**src/hw/rtl/cne_pkg.sv**
```systemverilog
// Shared types and constants for the calculator number entry block.
package cne_pkg;

    localparam int SYM_W         = 4;
    localparam int DISPLAY_SLOTS = 16;
    localparam int DISPLAY_W     = SYM_W * DISPLAY_SLOTS;
    localparam int LEN_W         = 5;

    localparam logic [SYM_W-1:0] SYM_ZERO  = 4'd0;
    localparam logic [SYM_W-1:0] SYM_ONE   = 4'd1;
    localparam logic [SYM_W-1:0] SYM_NINE  = 4'd9;
    localparam logic [SYM_W-1:0] SYM_POINT = 4'd10;
    localparam logic [SYM_W-1:0] SYM_MINUS = 4'd11;
    localparam logic [SYM_W-1:0] SYM_E     = 4'd12;
    localparam logic [SYM_W-1:0] SYM_EMPTY = 4'd15;

    localparam logic [2:0] OP_DIGIT     = 3'd0;
    localparam logic [2:0] OP_POINT     = 3'd1;
    localparam logic [2:0] OP_SIGN      = 3'd2;
    localparam logic [2:0] OP_EXPONENT  = 3'd3;
    localparam logic [2:0] OP_BACKSPACE = 3'd4;

    typedef enum logic [1:0] {
        ST_IDLE,
        ST_SCAN,
        ST_APPLY,
        ST_RESULT
    } cne_state_t;

    typedef enum logic [2:0] {
        PL_NONE,
        PL_PUSH,
        PL_INSERT,
        PL_REMOVE,
        PL_EXPSIGN
    } cne_plan_t;

    typedef enum logic [1:0] {
        MD_COPY,
        MD_SHIFTED,
        MD_SKIP
    } cne_mode_t;

    typedef struct packed {
        logic [2:0] opcode;
        logic [3:0] digit_value;
    } cne_key_t;

    typedef struct packed {
        logic                 accepted;
        logic                 emptied;
        logic                 entry_active;
        logic                 exponent_mode;
        logic [LEN_W-1:0]     buffer_length;
        logic [DISPLAY_W-1:0] display_symbols;
    } cne_result_t;

    typedef struct packed {
        logic             shift;
        logic [SYM_W-1:0] sym;
    } cne_ring_ctrl_t;

endpackage

```
**src/hw/rtl/cne_stream_if.sv**
```systemverilog
// Valid/ready request channel carrying one payload of a chosen type.
interface cne_stream_if #(
    parameter type payload_t = logic
) ();
    logic     valid;
    logic     ready;
    payload_t payload;

    modport source (output valid, output payload, input ready);
    modport sink   (input valid, input payload, output ready);
endinterface

```
**src/hw/rtl/cne_symbol_ring.sv**
```systemverilog
// Circular shift register of the typed symbols, one symbol per cycle when shifting.
module cne_symbol_ring #(
    parameter int DEPTH = 16
) (
    input  logic                              clk,
    input  logic                              rst_n,
    input  cne_pkg::cne_ring_ctrl_t           ctrl,
    output logic [cne_pkg::SYM_W-1:0]         head,
    output logic [cne_pkg::DISPLAY_W-1:0]     display
);
    import cne_pkg::*;

    logic [SYM_W-1:0] cell_reg [DEPTH];

    always_ff @(posedge clk or negedge rst_n)
    begin
        if (!rst_n)
        begin
            for (int i = 0; i < DEPTH; i++)
            begin
                cell_reg[i] <= SYM_EMPTY;
            end
        end
        else if (ctrl.shift)
        begin
            for (int i = 0; i < DEPTH - 1; i++)
            begin
                cell_reg[i] <= cell_reg[i + 1];
            end
            cell_reg[DEPTH - 1] <= ctrl.sym;
        end
    end

    assign head = cell_reg[0];

    for (genvar g = 0; g < DISPLAY_SLOTS; g++)
    begin : g_slot
        if (g < DEPTH)
        begin : g_cell
            assign display[SYM_W*g +: SYM_W] = cell_reg[g];
        end
        else
        begin : g_pad
            assign display[SYM_W*g +: SYM_W] = SYM_EMPTY;
        end
    end
endmodule

```
**src/hw/rtl/cne_entry_ctrl.sv**
```systemverilog
// Key sequencer: plans each edit, streams the ring once and updates the entry flags.
module cne_entry_ctrl #(
    parameter int DEPTH    = 16,
    parameter int MAX_MANT = 10,
    parameter int MAX_EXP  = 2
) (
    input  logic                          clk,
    input  logic                          rst_n,
    input  logic                          key_valid,
    output logic                          key_ready,
    input  cne_pkg::cne_key_t             key_data,
    input  logic                          out_free,
    output logic                          out_load,
    output cne_pkg::cne_ring_ctrl_t       ring_ctrl,
    input  logic [cne_pkg::SYM_W-1:0]     ring_head,
    output logic                          accepted,
    output logic                          emptied,
    output logic                          entry_active,
    output logic                          exponent_mode,
    output logic [cne_pkg::LEN_W-1:0]     buffer_length
);
    import cne_pkg::*;

    localparam int CW = $clog2(DEPTH + 1);
    localparam int EW = $clog2(MAX_EXP + 1);

    cne_state_t       state_reg, state_next;
    logic [CW-1:0]    count_reg, count_next;
    logic             point_reg, point_next;
    logic             inexp_reg, inexp_next;
    logic [EW-1:0]    edc_reg, edc_next;
    logic             neg_reg, neg_next;
    logic             active_reg, active_next;
    logic             emptied_reg, emptied_next;
    logic             acc_reg, acc_next;
    cne_plan_t        plan_reg, plan_next;
    logic [CW-1:0]    pos_reg, pos_next;
    logic [SYM_W-1:0] sym_a_reg, sym_a_next;
    logic [SYM_W-1:0] sym_b_reg, sym_b_next;
    logic             two_reg, two_next;
    logic             gate_reg, gate_next;
    logic [2:0]       op_reg, op_next;
    logic [CW-1:0]    k_reg, k_next;
    cne_mode_t        mode_reg, mode_next;
    logic [SYM_W-1:0] carry_reg, carry_next;
    logic [SYM_W-1:0] h_reg, h_next;
    logic             eflag_reg, eflag_next;
    logic             done_reg, done_next;
    logic [CW-1:0]    sig_reg, sig_next;
    logic             started_reg, started_next;
    logic [SYM_W-1:0] d_reg, d_next;
    logic             grow_reg, grow_next;
    logic [SYM_W-1:0] write_sym;

    always_comb
    begin
        state_next = state_reg;
        case (state_reg)
            ST_IDLE:   if (key_valid) state_next = ST_SCAN;
            ST_SCAN:   if (k_reg == CW'(DEPTH)) state_next = ST_APPLY;
            ST_APPLY:  state_next = ST_RESULT;
            ST_RESULT: if (out_free) state_next = ST_IDLE;
            default:   state_next = ST_IDLE;
        endcase
    end

    always_comb
    begin
        key_ready       = (state_reg == ST_IDLE);
        out_load        = (state_reg == ST_RESULT) && out_free;
        ring_ctrl.shift = (state_reg == ST_SCAN);
        ring_ctrl.sym   = write_sym;
    end

    always_comb
    begin
        logic             lead;
        logic [1:0]       need;
        logic [SYM_W-1:0] cur;
        logic [SYM_W-1:0] nxt;
        logic [SYM_W-1:0] w;
        logic             at_pos;
        logic             at_pos2;
        logic [CW-1:0]    new_count;

        count_next   = count_reg;
        point_next   = point_reg;
        inexp_next   = inexp_reg;
        edc_next     = edc_reg;
        neg_next     = neg_reg;
        active_next  = active_reg;
        emptied_next = emptied_reg;
        acc_next     = acc_reg;
        plan_next    = plan_reg;
        pos_next     = pos_reg;
        sym_a_next   = sym_a_reg;
        sym_b_next   = sym_b_reg;
        two_next     = two_reg;
        gate_next    = gate_reg;
        op_next      = op_reg;
        k_next       = k_reg;
        mode_next    = mode_reg;
        carry_next   = carry_reg;
        h_next       = h_reg;
        eflag_next   = eflag_reg;
        done_next    = done_reg;
        sig_next     = sig_reg;
        started_next = started_reg;
        d_next       = d_reg;
        grow_next    = grow_reg;
        write_sym    = SYM_EMPTY;
        lead         = 1'b0;
        need         = 2'd1;
        cur          = h_reg;
        nxt          = (k_reg == CW'(DEPTH)) ? SYM_EMPTY : ring_head;
        at_pos       = (k_reg == pos_reg + CW'(1));
        at_pos2      = (k_reg == pos_reg + CW'(2));
        new_count    = count_reg;
        w            = cur;

        case (state_reg)
            ST_IDLE:
            begin
                if (key_valid)
                begin
                    plan_next    = PL_NONE;
                    pos_next     = count_reg;
                    sym_a_next   = SYM_EMPTY;
                    sym_b_next   = SYM_EMPTY;
                    two_next     = 1'b0;
                    gate_next    = 1'b0;
                    op_next      = key_data.opcode;
                    k_next       = '0;
                    mode_next    = MD_COPY;
                    eflag_next   = 1'b0;
                    done_next    = 1'b0;
                    sig_next     = '0;
                    started_next = 1'b0;
                    acc_next     = 1'b0;
                    grow_next    = 1'b0;
                    emptied_next = 1'b0;
                    case (key_data.opcode)
                        OP_DIGIT:
                        begin
                            if (key_data.digit_value <= SYM_NINE)
                            begin
                                active_next = 1'b1;
                                sym_a_next  = key_data.digit_value;
                                if (inexp_reg)
                                begin
                                    if (edc_reg < EW'(MAX_EXP) && count_reg < CW'(DEPTH))
                                        plan_next = PL_PUSH;
                                end
                                else
                                begin
                                    gate_next = 1'b1;
                                    if (count_reg < CW'(DEPTH))
                                        plan_next = PL_PUSH;
                                end
                            end
                        end
                        OP_POINT:
                        begin
                            active_next = 1'b1;
                            lead = (count_reg == '0) ||
                                   (count_reg == CW'(1) && ring_head == SYM_MINUS);
                            need = lead ? 2'd2 : 2'd1;
                            if (!inexp_reg && !point_reg &&
                                (CW+1)'(count_reg) + (CW+1)'(need) <= (CW+1)'(DEPTH))
                            begin
                                plan_next  = PL_PUSH;
                                sym_a_next = lead ? SYM_ZERO : SYM_POINT;
                                sym_b_next = SYM_POINT;
                                two_next   = lead;
                            end
                        end
                        OP_SIGN:
                        begin
                            if (inexp_reg)
                            begin
                                plan_next = PL_EXPSIGN;
                            end
                            else
                            begin
                                active_next = 1'b1;
                                pos_next    = '0;
                                if (ring_head == SYM_MINUS)
                                begin
                                    plan_next = PL_REMOVE;
                                end
                                else if (count_reg < CW'(DEPTH))
                                begin
                                    plan_next  = PL_INSERT;
                                    sym_a_next = SYM_MINUS;
                                end
                            end
                        end
                        OP_EXPONENT:
                        begin
                            if (!inexp_reg)
                            begin
                                active_next = 1'b1;
                                lead = (count_reg == '0);
                                need = lead ? 2'd2 : 2'd1;
                                if ((CW+1)'(count_reg) + (CW+1)'(need) <= (CW+1)'(DEPTH))
                                begin
                                    plan_next  = PL_PUSH;
                                    sym_a_next = lead ? SYM_ONE : SYM_E;
                                    sym_b_next = SYM_E;
                                    two_next   = lead;
                                end
                            end
                        end
                        OP_BACKSPACE:
                        begin
                            if (count_reg == '0)
                            begin
                                active_next  = 1'b0;
                                emptied_next = 1'b1;
                            end
                            else
                            begin
                                plan_next = PL_REMOVE;
                                pos_next  = count_reg - CW'(1);
                            end
                        end
                        default:
                        begin
                            plan_next = PL_NONE;
                        end
                    endcase
                end
            end
            ST_SCAN:
            begin
                k_next = k_reg + CW'(1);
                h_next = ring_head;
                if (k_reg != '0)
                begin
                    case (mode_reg)
                        MD_SHIFTED:
                        begin
                            w          = carry_reg;
                            carry_next = cur;
                        end
                        MD_SKIP: w = nxt;
                        default: w = cur;
                    endcase
                    case (plan_reg)
                        PL_PUSH:
                        begin
                            if (at_pos && (!gate_reg || sig_reg < CW'(MAX_MANT)))
                            begin
                                w        = sym_a_reg;
                                acc_next = 1'b1;
                            end
                            if (two_reg && at_pos2)
                                w = sym_b_reg;
                        end
                        PL_INSERT:
                        begin
                            if (at_pos)
                            begin
                                w          = sym_a_reg;
                                carry_next = cur;
                                mode_next  = MD_SHIFTED;
                                acc_next   = 1'b1;
                            end
                        end
                        PL_REMOVE:
                        begin
                            if (at_pos)
                            begin
                                w         = nxt;
                                mode_next = MD_SKIP;
                                d_next    = cur;
                                acc_next  = 1'b1;
                            end
                        end
                        PL_EXPSIGN:
                        begin
                            if (eflag_reg && !done_reg)
                            begin
                                done_next = 1'b1;
                                if (cur == SYM_MINUS)
                                begin
                                    w         = nxt;
                                    mode_next = MD_SKIP;
                                    acc_next  = 1'b1;
                                    grow_next = 1'b0;
                                end
                                else if (count_reg < CW'(DEPTH))
                                begin
                                    w          = SYM_MINUS;
                                    carry_next = cur;
                                    mode_next  = MD_SHIFTED;
                                    acc_next   = 1'b1;
                                    grow_next  = 1'b1;
                                end
                            end
                        end
                        default: ;
                    endcase
                    write_sym  = w;
                    eflag_next = (cur == SYM_E);
                    if (cur <= SYM_NINE && (started_reg || cur != SYM_ZERO))
                    begin
                        sig_next     = sig_reg + CW'(1);
                        started_next = 1'b1;
                    end
                end
            end
            ST_APPLY:
            begin
                if (acc_reg)
                begin
                    case (plan_reg)
                        PL_PUSH:
                        begin
                            count_next = count_reg + (two_reg ? CW'(2) : CW'(1));
                            if (op_reg == OP_DIGIT && inexp_reg)
                                edc_next = edc_reg + EW'(1);
                            if (op_reg == OP_POINT)
                                point_next = 1'b1;
                            if (op_reg == OP_EXPONENT)
                            begin
                                inexp_next = 1'b1;
                                edc_next   = '0;
                                neg_next   = 1'b0;
                            end
                        end
                        PL_INSERT:
                        begin
                            count_next = count_reg + CW'(1);
                        end
                        PL_REMOVE:
                        begin
                            new_count  = count_reg - CW'(1);
                            count_next = new_count;
                            if (op_reg == OP_BACKSPACE)
                            begin
                                if (d_reg == SYM_POINT)
                                    point_next = 1'b0;
                                if (d_reg == SYM_E)
                                begin
                                    inexp_next = 1'b0;
                                    edc_next   = '0;
                                    neg_next   = 1'b0;
                                end
                                else if (inexp_reg && d_reg == SYM_MINUS)
                                begin
                                    neg_next = 1'b0;
                                end
                                else if (inexp_reg && d_reg <= SYM_NINE && edc_reg != '0)
                                begin
                                    edc_next = edc_reg - EW'(1);
                                end
                                if (new_count == '0)
                                begin
                                    active_next  = 1'b0;
                                    emptied_next = 1'b1;
                                end
                            end
                        end
                        PL_EXPSIGN:
                        begin
                            count_next = grow_reg ? count_reg + CW'(1) : count_reg - CW'(1);
                            neg_next   = grow_reg;
                        end
                        default: ;
                    endcase
                end
            end
            default: ;
        endcase
    end

    always_ff @(posedge clk or negedge rst_n)
    begin
        if (!rst_n)
        begin
            state_reg   <= ST_IDLE;
            count_reg   <= '0;
            point_reg   <= 1'b0;
            inexp_reg   <= 1'b0;
            edc_reg     <= '0;
            neg_reg     <= 1'b0;
            active_reg  <= 1'b0;
            emptied_reg <= 1'b0;
            acc_reg     <= 1'b0;
            plan_reg    <= PL_NONE;
            k_reg       <= '0;
            mode_reg    <= MD_COPY;
            eflag_reg   <= 1'b0;
            done_reg    <= 1'b0;
            sig_reg     <= '0;
            started_reg <= 1'b0;
            grow_reg    <= 1'b0;
        end
        else
        begin
            state_reg   <= state_next;
            count_reg   <= count_next;
            point_reg   <= point_next;
            inexp_reg   <= inexp_next;
            edc_reg     <= edc_next;
            neg_reg     <= neg_next;
            active_reg  <= active_next;
            emptied_reg <= emptied_next;
            acc_reg     <= acc_next;
            plan_reg    <= plan_next;
            k_reg       <= k_next;
            mode_reg    <= mode_next;
            eflag_reg   <= eflag_next;
            done_reg    <= done_next;
            sig_reg     <= sig_next;
            started_reg <= started_next;
            grow_reg    <= grow_next;
        end
    end

    always_ff @(posedge clk)
    begin
        pos_reg   <= pos_next;
        sym_a_reg <= sym_a_next;
        sym_b_reg <= sym_b_next;
        two_reg   <= two_next;
        gate_reg  <= gate_next;
        op_reg    <= op_next;
        carry_reg <= carry_next;
        h_reg     <= h_next;
        d_reg     <= d_next;
    end

    assign accepted      = acc_reg;
    assign emptied       = emptied_reg;
    assign entry_active  = active_reg;
    assign exponent_mode = inexp_reg;
    assign buffer_length = LEN_W'(count_reg);
endmodule

```
**src/hw/rtl/calculator_number_entry.sv**
```systemverilog
// Top level of the calculator number entry block with its result register.
//
// The key channel takes one key request: an opcode (digit, point, change sign,
// exponent or backspace) and a digit value. The result channel returns exactly
// one request per key with the accepted and emptied bits, the entry flags, the
// buffer length and the packed display symbols.
// A key is taken only while the block is idle. Each key streams the symbol ring
// once, one symbol per cycle, then applies the edit and loads the result
// register. The block takes no new key until the last key's result has been
// loaded, so keys are handled one at a time.
// Reset empties the buffer, clears all flags and drops any pending result.
// While the receiver stalls, the result register holds its request and a key
// already taken runs to completion, then waits until the register is free.
module calculator_number_entry #(
    parameter int BUFFER_DEPTH        = 16,
    parameter int MAX_MANTISSA_DIGITS = 10,
    parameter int MAX_EXPONENT_DIGITS = 2
) (
    input  logic          clk,
    input  logic          rst_n,
    cne_stream_if.sink    key,
    cne_stream_if.source  result
);
    import cne_pkg::*;

    cne_key_t         key_data;
    cne_ring_ctrl_t   ring_ctrl;
    logic [SYM_W-1:0] ring_head;
    logic [DISPLAY_W-1:0] display;
    logic             out_free;
    logic             out_load;
    logic             accepted;
    logic             emptied;
    logic             entry_active;
    logic             exponent_mode;
    logic [LEN_W-1:0] buffer_length;
    logic             result_valid_reg;
    cne_result_t      result_data_reg;

    assign key_data = key.payload;
    assign out_free = !result_valid_reg || result.ready;

    cne_entry_ctrl #(
        .DEPTH    (BUFFER_DEPTH),
        .MAX_MANT (MAX_MANTISSA_DIGITS),
        .MAX_EXP  (MAX_EXPONENT_DIGITS)
    ) u_ctrl (
        .clk           (clk),
        .rst_n         (rst_n),
        .key_valid     (key.valid),
        .key_ready     (key.ready),
        .key_data      (key_data),
        .out_free      (out_free),
        .out_load      (out_load),
        .ring_ctrl     (ring_ctrl),
        .ring_head     (ring_head),
        .accepted      (accepted),
        .emptied       (emptied),
        .entry_active  (entry_active),
        .exponent_mode (exponent_mode),
        .buffer_length (buffer_length)
    );

    cne_symbol_ring #(
        .DEPTH (BUFFER_DEPTH)
    ) u_ring (
        .clk     (clk),
        .rst_n   (rst_n),
        .ctrl    (ring_ctrl),
        .head    (ring_head),
        .display (display)
    );

    always_ff @(posedge clk or negedge rst_n)
    begin
        if (!rst_n)
        begin
            result_valid_reg <= 1'b0;
        end
        else if (out_load)
        begin
            result_valid_reg <= 1'b1;
        end
        else if (result.ready)
        begin
            result_valid_reg <= 1'b0;
        end
    end

    always_ff @(posedge clk)
    begin
        if (out_load)
        begin
            result_data_reg.accepted        <= accepted;
            result_data_reg.emptied         <= emptied;
            result_data_reg.entry_active    <= entry_active;
            result_data_reg.exponent_mode   <= exponent_mode;
            result_data_reg.buffer_length   <= buffer_length;
            result_data_reg.display_symbols <= display;
        end
    end

    assign result.valid   = result_valid_reg;
    assign result.payload = result_data_reg;
endmodule

```
**src/flat_wrapper.sv**
```systemverilog
// flat-port wrapper written by rule: the top's interface ports become plain ports
module calculator_number_entry_flat import cne_pkg::*;
#(
    parameter int BUFFER_DEPTH        = 16,
    parameter int MAX_MANTISSA_DIGITS = 10,
    parameter int MAX_EXPONENT_DIGITS = 2
)
  (clk, rst_n, key_valid, key_payload, key_ready, result_valid, result_payload, result_ready);
  cne_stream_if #(.payload_t(cne_key_t)) key_i ();
  cne_stream_if #(.payload_t(cne_result_t)) result_i ();
  input  logic clk;
  input  logic rst_n;
  input wire logic [$bits(key_i.valid)-1:0] key_valid;
  input wire logic [$bits(key_i.payload)-1:0] key_payload;
  output wire logic [$bits(key_i.ready)-1:0] key_ready;
  output wire logic [$bits(result_i.valid)-1:0] result_valid;
  output wire logic [$bits(result_i.payload)-1:0] result_payload;
  input wire logic [$bits(result_i.ready)-1:0] result_ready;
  assign key_i.valid = key_valid;
  assign key_i.payload = key_payload;
  assign key_ready = key_i.ready;
  assign result_valid = result_i.valid;
  assign result_payload = result_i.payload;
  assign result_i.ready = result_ready;
  calculator_number_entry #(.BUFFER_DEPTH(BUFFER_DEPTH), .MAX_MANTISSA_DIGITS(MAX_MANTISSA_DIGITS), .MAX_EXPONENT_DIGITS(MAX_EXPONENT_DIGITS)) u_core (.clk(clk), .rst_n(rst_n), .key(key_i), .result(result_i));
endmodule
```
**config.mk**
```make
export PLATFORM = sky130hd
export DESIGN_NAME = calculator_number_entry_flat
export DESIGN_NICKNAME = d
export VERILOG_FILES = /design/src/hw/rtl/cne_pkg.sv /design/src/hw/rtl/cne_stream_if.sv /design/src/hw/rtl/cne_symbol_ring.sv /design/src/hw/rtl/cne_entry_ctrl.sv /design/src/hw/rtl/calculator_number_entry.sv /design/src/flat_wrapper.sv
export SDC_FILE = /design/constraint.sdc
export NUM_CORES = 1
export LEC_CHECK = 0
export ABC_AREA = 1
export BUFFER_PORTS_ARGS = -buffer_cell sky130_fd_sc_hd__buf_2
export CAP_MARGIN = 15
export CORE_AREA = 5 5 160 162
export DETAILED_ROUTE_END_ITERATION = 7
export DIE_AREA = 0 0 165 167
export PLACE_DENSITY = 0.57
export SLEW_MARGIN = 20
export SYNTH_ARGS = -nofsm -noshare
export SYNTH_HDL_FRONTEND = slang
export SYNTH_HIERARCHICAL = 1
export SYNTH_SLANG_ARGS = --single-unit
```
**constraint.sdc**
```tcl
create_clock -name clk -period 5.6 [get_ports clk]
set_input_delay 1.12 -clock clk [delete_from_list [all_inputs] [get_ports clk]]
set_output_delay 1.12 -clock clk [all_outputs]
set_load 0.01 [all_outputs]
```
# [After elaboration in Yosys (flattened, before gate mapping)]
# Cells that the tools add are included.
# W data, S select, Z words.
[totals] input_bits=11 ff_bits=201 elab_cells=312 output_inout_bits=75
[classes] mux=132 order_cmp=8 n_eq_ne=58 n_reduce_logical=55 n_addsub=11
[ops] operator="$mux W4" n=20
[ops] operator="$mux W1" n=49
[ops] operator="$mux W2" n=24
[ops] operator="$ne A3 B3 Y1 const B" n=12
[ops] operator="$ne A2 B2 Y1 const B" n=16
[ops] operator="$pmux W4 S4" n=2
[ops] operator="$mux W5" n=6
[ops] operator="$pmux W5 S2" n=3
[ops] operator="$eq A4 B4 Y1 const B" n=6
[ops] operator="$reduce_and A6 Y1" n=4
[ops] operator="$mux W3" n=7
[ops] operator="$add A5 B1 Y5 const B" n=4
[ops] operator="$pmux W1 S2" n=10
[ops] operator="$pmux W5 S4" n=1
[ops] operator="$pmux W4 S2" n=2
[ops] operator="$reduce_and A8 Y1" n=2
[ops] operator="$eq A3 B2 Y1 const B" n=5
[ops] operator="$pmux W3 S5" n=1
[ops] operator="$logic_and A1 B1 Y1" n=13
[ops] operator="$add A5 B2 Y6" n=2
[ops] operator="$le A4 B4 Y1 const B" n=3
[ops] operator="$le A6 B5 Y1 const B" n=2
[ops] operator="$ne A4 B4 Y1 const B" n=3
[ops] operator="$eq A5 B5 Y1" n=2
[ops] operator="other kinds (36)" n=65

# [Depth between registers and ports, before layout]
[logic_depth] word_depth=9 depth_mapped=14 depth_no_buf=14

# [Hierarchy]
# Netlist, hierarchy kept.
[modules_own_cells] mod="cne_entry_ctrl" area_each_um2=4628.2 cells_each=633 seq_area_each_um2=1696.6 instances=1
[modules_own_cells] mod="cne_symbol_ring" area_each_um2=2556.2 cells_each=274 seq_area_each_um2=1681.6 instances=1
[modules_own_cells] mod="calculator_number_entry" area_each_um2=2237.1 cells_each=78 seq_area_each_um2=2217.1 instances=1

# [Worst setup path before layout]
# Ideal clock, no wire load.
[synth_timing] path_kind="input to register" start="input port result_ready" end="register u_core.result_data_reg, in the netlist u_core/result.payload[0], enable pin" path_slack_ps=2477 setup_time_ps=428 required_time_ps=5172 arrival_time_ps=2696 cell_stages=4 cell_sequence="inv_1 -> nand2_2 -> nand2_1 -> inv_1"
[synth_between] elab_chain_cells=2
[synth_lines] element="from (decl)" line="flat_wrapper.sv:18" rtl="input wire logic [$bits(result_i.ready)-1:0] result_ready;"
[synth_lines] element="$logic_or A1 B1 Y1" line="calculator_number_entry.sv:41" rtl="assign out_free = !result_valid_reg || result.ready;"
[synth_lines] element="net u_core.out_free" line="calculator_number_entry.sv:30" rtl="logic out_free;"
[synth_lines] element="$logic_and A1 B1 Y1" line="cne_entry_ctrl.sv:70" rtl="out_load = (state_reg == ST_RESULT) && out_free;"
[synth_lines] element="net u_core.out_load" line="calculator_number_entry.sv:31" rtl="logic out_load;"
[synth_lines] element="to (decl)" line="calculator_number_entry.sv:38" rtl="cne_result_t result_data_reg;"
# The timed path passes the listed nets, and every way through them passes these cells.
# A chain may end at the register's enable or synchronous reset.

# [Final worst setup path]
[layout_timing] start="register u_core.u_ctrl.state_reg[0]" end="output port key_ready"
[layout_between] elab_chain_cells=1
[layout_lines] element="from (decl)" line="cne_entry_ctrl.sv:27" rtl="cne_state_t state_reg, state_next;"
[layout_lines] element="from (signal assigned)" line="cne_entry_ctrl.sv:402" rtl="state_reg <= state_next;"
[layout_lines] element="$logic_not A2 Y1" line="cne_entry_ctrl.sv:69" rtl="key_ready = (state_reg == ST_IDLE);"
[layout_lines] element="to (decl)" line="flat_wrapper.sv:15" rtl="output wire logic [$bits(key_i.ready)-1:0] key_ready;"
# Every way passes these cells.

==> run summary <==
Status: complete, no violations
Critical path's top delay family: flip-flops
Antenna Cells: 0
Max clock buf depth: 2
Worst endpoint required time: 4480 ps
Post-CTS Setup Inserts: 0
Mapped Area: 9420 um2
Max Cap Viol: 0
CP Launch Type: register
Avg Inst Size Synth: 9.57 um2
WL/cell: 15.0 um
Total number of H-tree levels: 4
Total number of vias: 6797
CTS tree: built
Grt total ovfl: 0
Yosys Warn Count: 6
Crit path capture type: output pin
Num Clock Sinks: 200
Vias in the first global route: 6493
Area leader, netlist: edfxtp_1
Met1 usage: 22.1%
Leading cell types by count after synthesis: 345 x nand2_1, 102 x edfxtp_1, 92 x inv_1, 64 x dfstp_2, 59 x nand3_1
GRT Total Usage: 15.6%
Distinct cell type count after synthesis: 42
Gpl congestion: 0.916
FP Rows: 57
Placed cells: 1370
Share of cells above drive strength 1: 21.3%
WP data arrival: 1550 ps
Max Slew Vio Count: 0
Die area: 27600 um2
Seq cells post-synth: 200
Most Crowded Layer GR: met2
Crit-path slowest cell: dfrtp_1
Final Skew: 16.7 ps
Final ANT Viol Nets: 0
Cell area power density: 542 nW/um2
Most used flip-flop cell after synthesis: edfxtp_1
Initial core utilization: 39.3%
Sum Neg Setup Slack: 0 ps
Pin count of the biggest net entering global routing: 72
Core Area: 24000 um2
Register area share after synthesis: 59.4%
RSZ-0062 raised after global routing: false
Worst path cell trace: inv_1 > ha_1 > buf_2
Fraction of registers with async set/reset: 49.0%
Finished Layout Cells: 1402
Post-Route WL: 21000 um
Cells after synthesis: 985
Final Hold Vio Count: 0
Port buffer count: 85
Final setup violation count: 0
Chip Height: 167 um
Area Overhead vs Synth: 13.7%
PnR Total Power: 5.81 mW
DRT iter0 DRCs: 450
I/O pin cnt: 86
Count leader, synth: nand2_1
Top cells by area, synth: edfxtp_1 33%, dfstp_2 18%, nand2_1 14%
Number of flip-flops in the largest register: 73
Root buffer cell: clkbuf_16
Post-DP HPWL: 14500 um
Global-route wire length before repair: 34500 um
Slew HR: 37.2%
Final nets: 1099
Num CTS Buffers: 17
M2 GR Usage: 24.8%
PostCTS Resize Cnt: 0
Maximum vdd drop: 0.246 mV
EDFF count, synth: 102
Slew @ Worst Pin: 941 ps
CTS clk-pin slew, worst paths: 80 ps
Tmin final: 2670 ps
Initial antenna violation count: 0
Clock Latency Late Sink: 440 ps
CP Buf/Inv Count: 2
Met3 GRT Util: 2.37%
Post-CTS Hold Fix Bufs: 0
DRC Markers: 0
Crit Path Max Fanout: 6
Syn nets: 1019
F_max: 374 MHz
Die span in x: 165 um
Final period util: 47.7%
Synth top area share: 32.5%
Leakage: 4.75 nW
Crit Path Class: reg -> out
Hold Crit Class: reg -> reg
Hold Slack: 460 ps
Via/cell ratio: 4.85
CP max stage delay: 420 ps
Drt pass-1 iters: 6
layer usage:
layer	vias to the layer above	part of all wire [%]
met5	-	0
met1	3217	47
met4	0	1.7
li1	3400	-
met3	21	3.9
met2	159	48
final timing paths:
| check | start | end | slack [ps] | cells after the start |
|---|---|---|---|---|
| setup reg to reg | u_core/u_ctrl/buffer_length[1]$_DFFE_PN0P_ | u_core/u_ctrl/sym_a_reg[1]$_DFFE_PP_ | 2950 | 11 |
| max in group asynchronous | rst_n | u_core/u_ring/display[62]$_DFFE_PN1P_ | 3740 | 2 |
| min in group asynchronous | rst_n | u_core/u_ctrl/buffer_length[2]$_DFFE_PN0P_ | 780 | 1 |
| hold / removal | u_core/u_ctrl/entry_active$_DFFE_PN0P_ | u_core/result.payload[70]$_DFFE_PP_ | 460 | 0 |
| setup / recovery | u_core/u_ctrl/state_reg[0]$_DFFE_PN0P_ | key_ready | 2930 | 3 |
| hold reg to reg | u_core/u_ctrl/entry_active$_DFFE_PN0P_ | u_core/result.payload[70]$_DFFE_PP_ | 460 | 0 |
through the flow:
stage	area, um2	setup slack, ps	util [%]
CTS	10700	2870	44.7
finish	10700	2930	44.7
global placement	10100	2610	41.9
detailed placement	10100	2580	41.9
floorplan	9420	2480	-
global route	10700	2630	44.7
power by group:
part	switching, mW	internal, mW	leakage [nW]
registers	0.342	2.32	2.08
logic	1.24	0.576	2.36
clock network	0.682	0.640	0.315
cell type report:
class                      count  area [um2]
fill                        2349       13300
tap                          324         405
clock buffer                  17         425
timing repair buffer          88         450
sequential                   200        5600
multi-input combinational    653        3210
inverter                     105         395
clock inverter                15         231
cells in the final DEF, fill, tap and decap left out, drive strengths merged, types with 2 or more instances in the layout:
cell type	Yosys	final
or2	3	3
xor2	11	11
clkinv	0	6
buf	20	88
edfxtp	102	102
o221ai	2	2
o211ai	3	3
ha	22	22
dfstp	64	64
nand4	10	10
nor4	2	2
dfrtp	34	34
nand2	352	352
xnor2	3	3
nor3	6	6
nor2	49	49
nand3b	3	3
clkbuf	7	17
inv	105	114
o22ai	8	8
a31oi	2	2
o21ai	68	68
nand3	67	67
a21oi	37	37
cells by family after synthesis:
group	after synthesis	synth area share, %
xor+xnor	14	1.30
mux	1	0.106
flops	200	59.4
compound gates	123	7.29
fa+ha+maj	23	3.13
buf+inv	132	6.61
simple gates	492	22.2
worst reg2reg max path, delay by kind of cell, from the launching register on:
kind / cells / cell delay, ps
compound gates: 3 / 590
fa+ha+maj: 2 / 520
buf+inv: 2 / 330
flops: 1 / 500
simple gates: 4 / 460
Note: power is estimated with default switching activity, not from simulation.
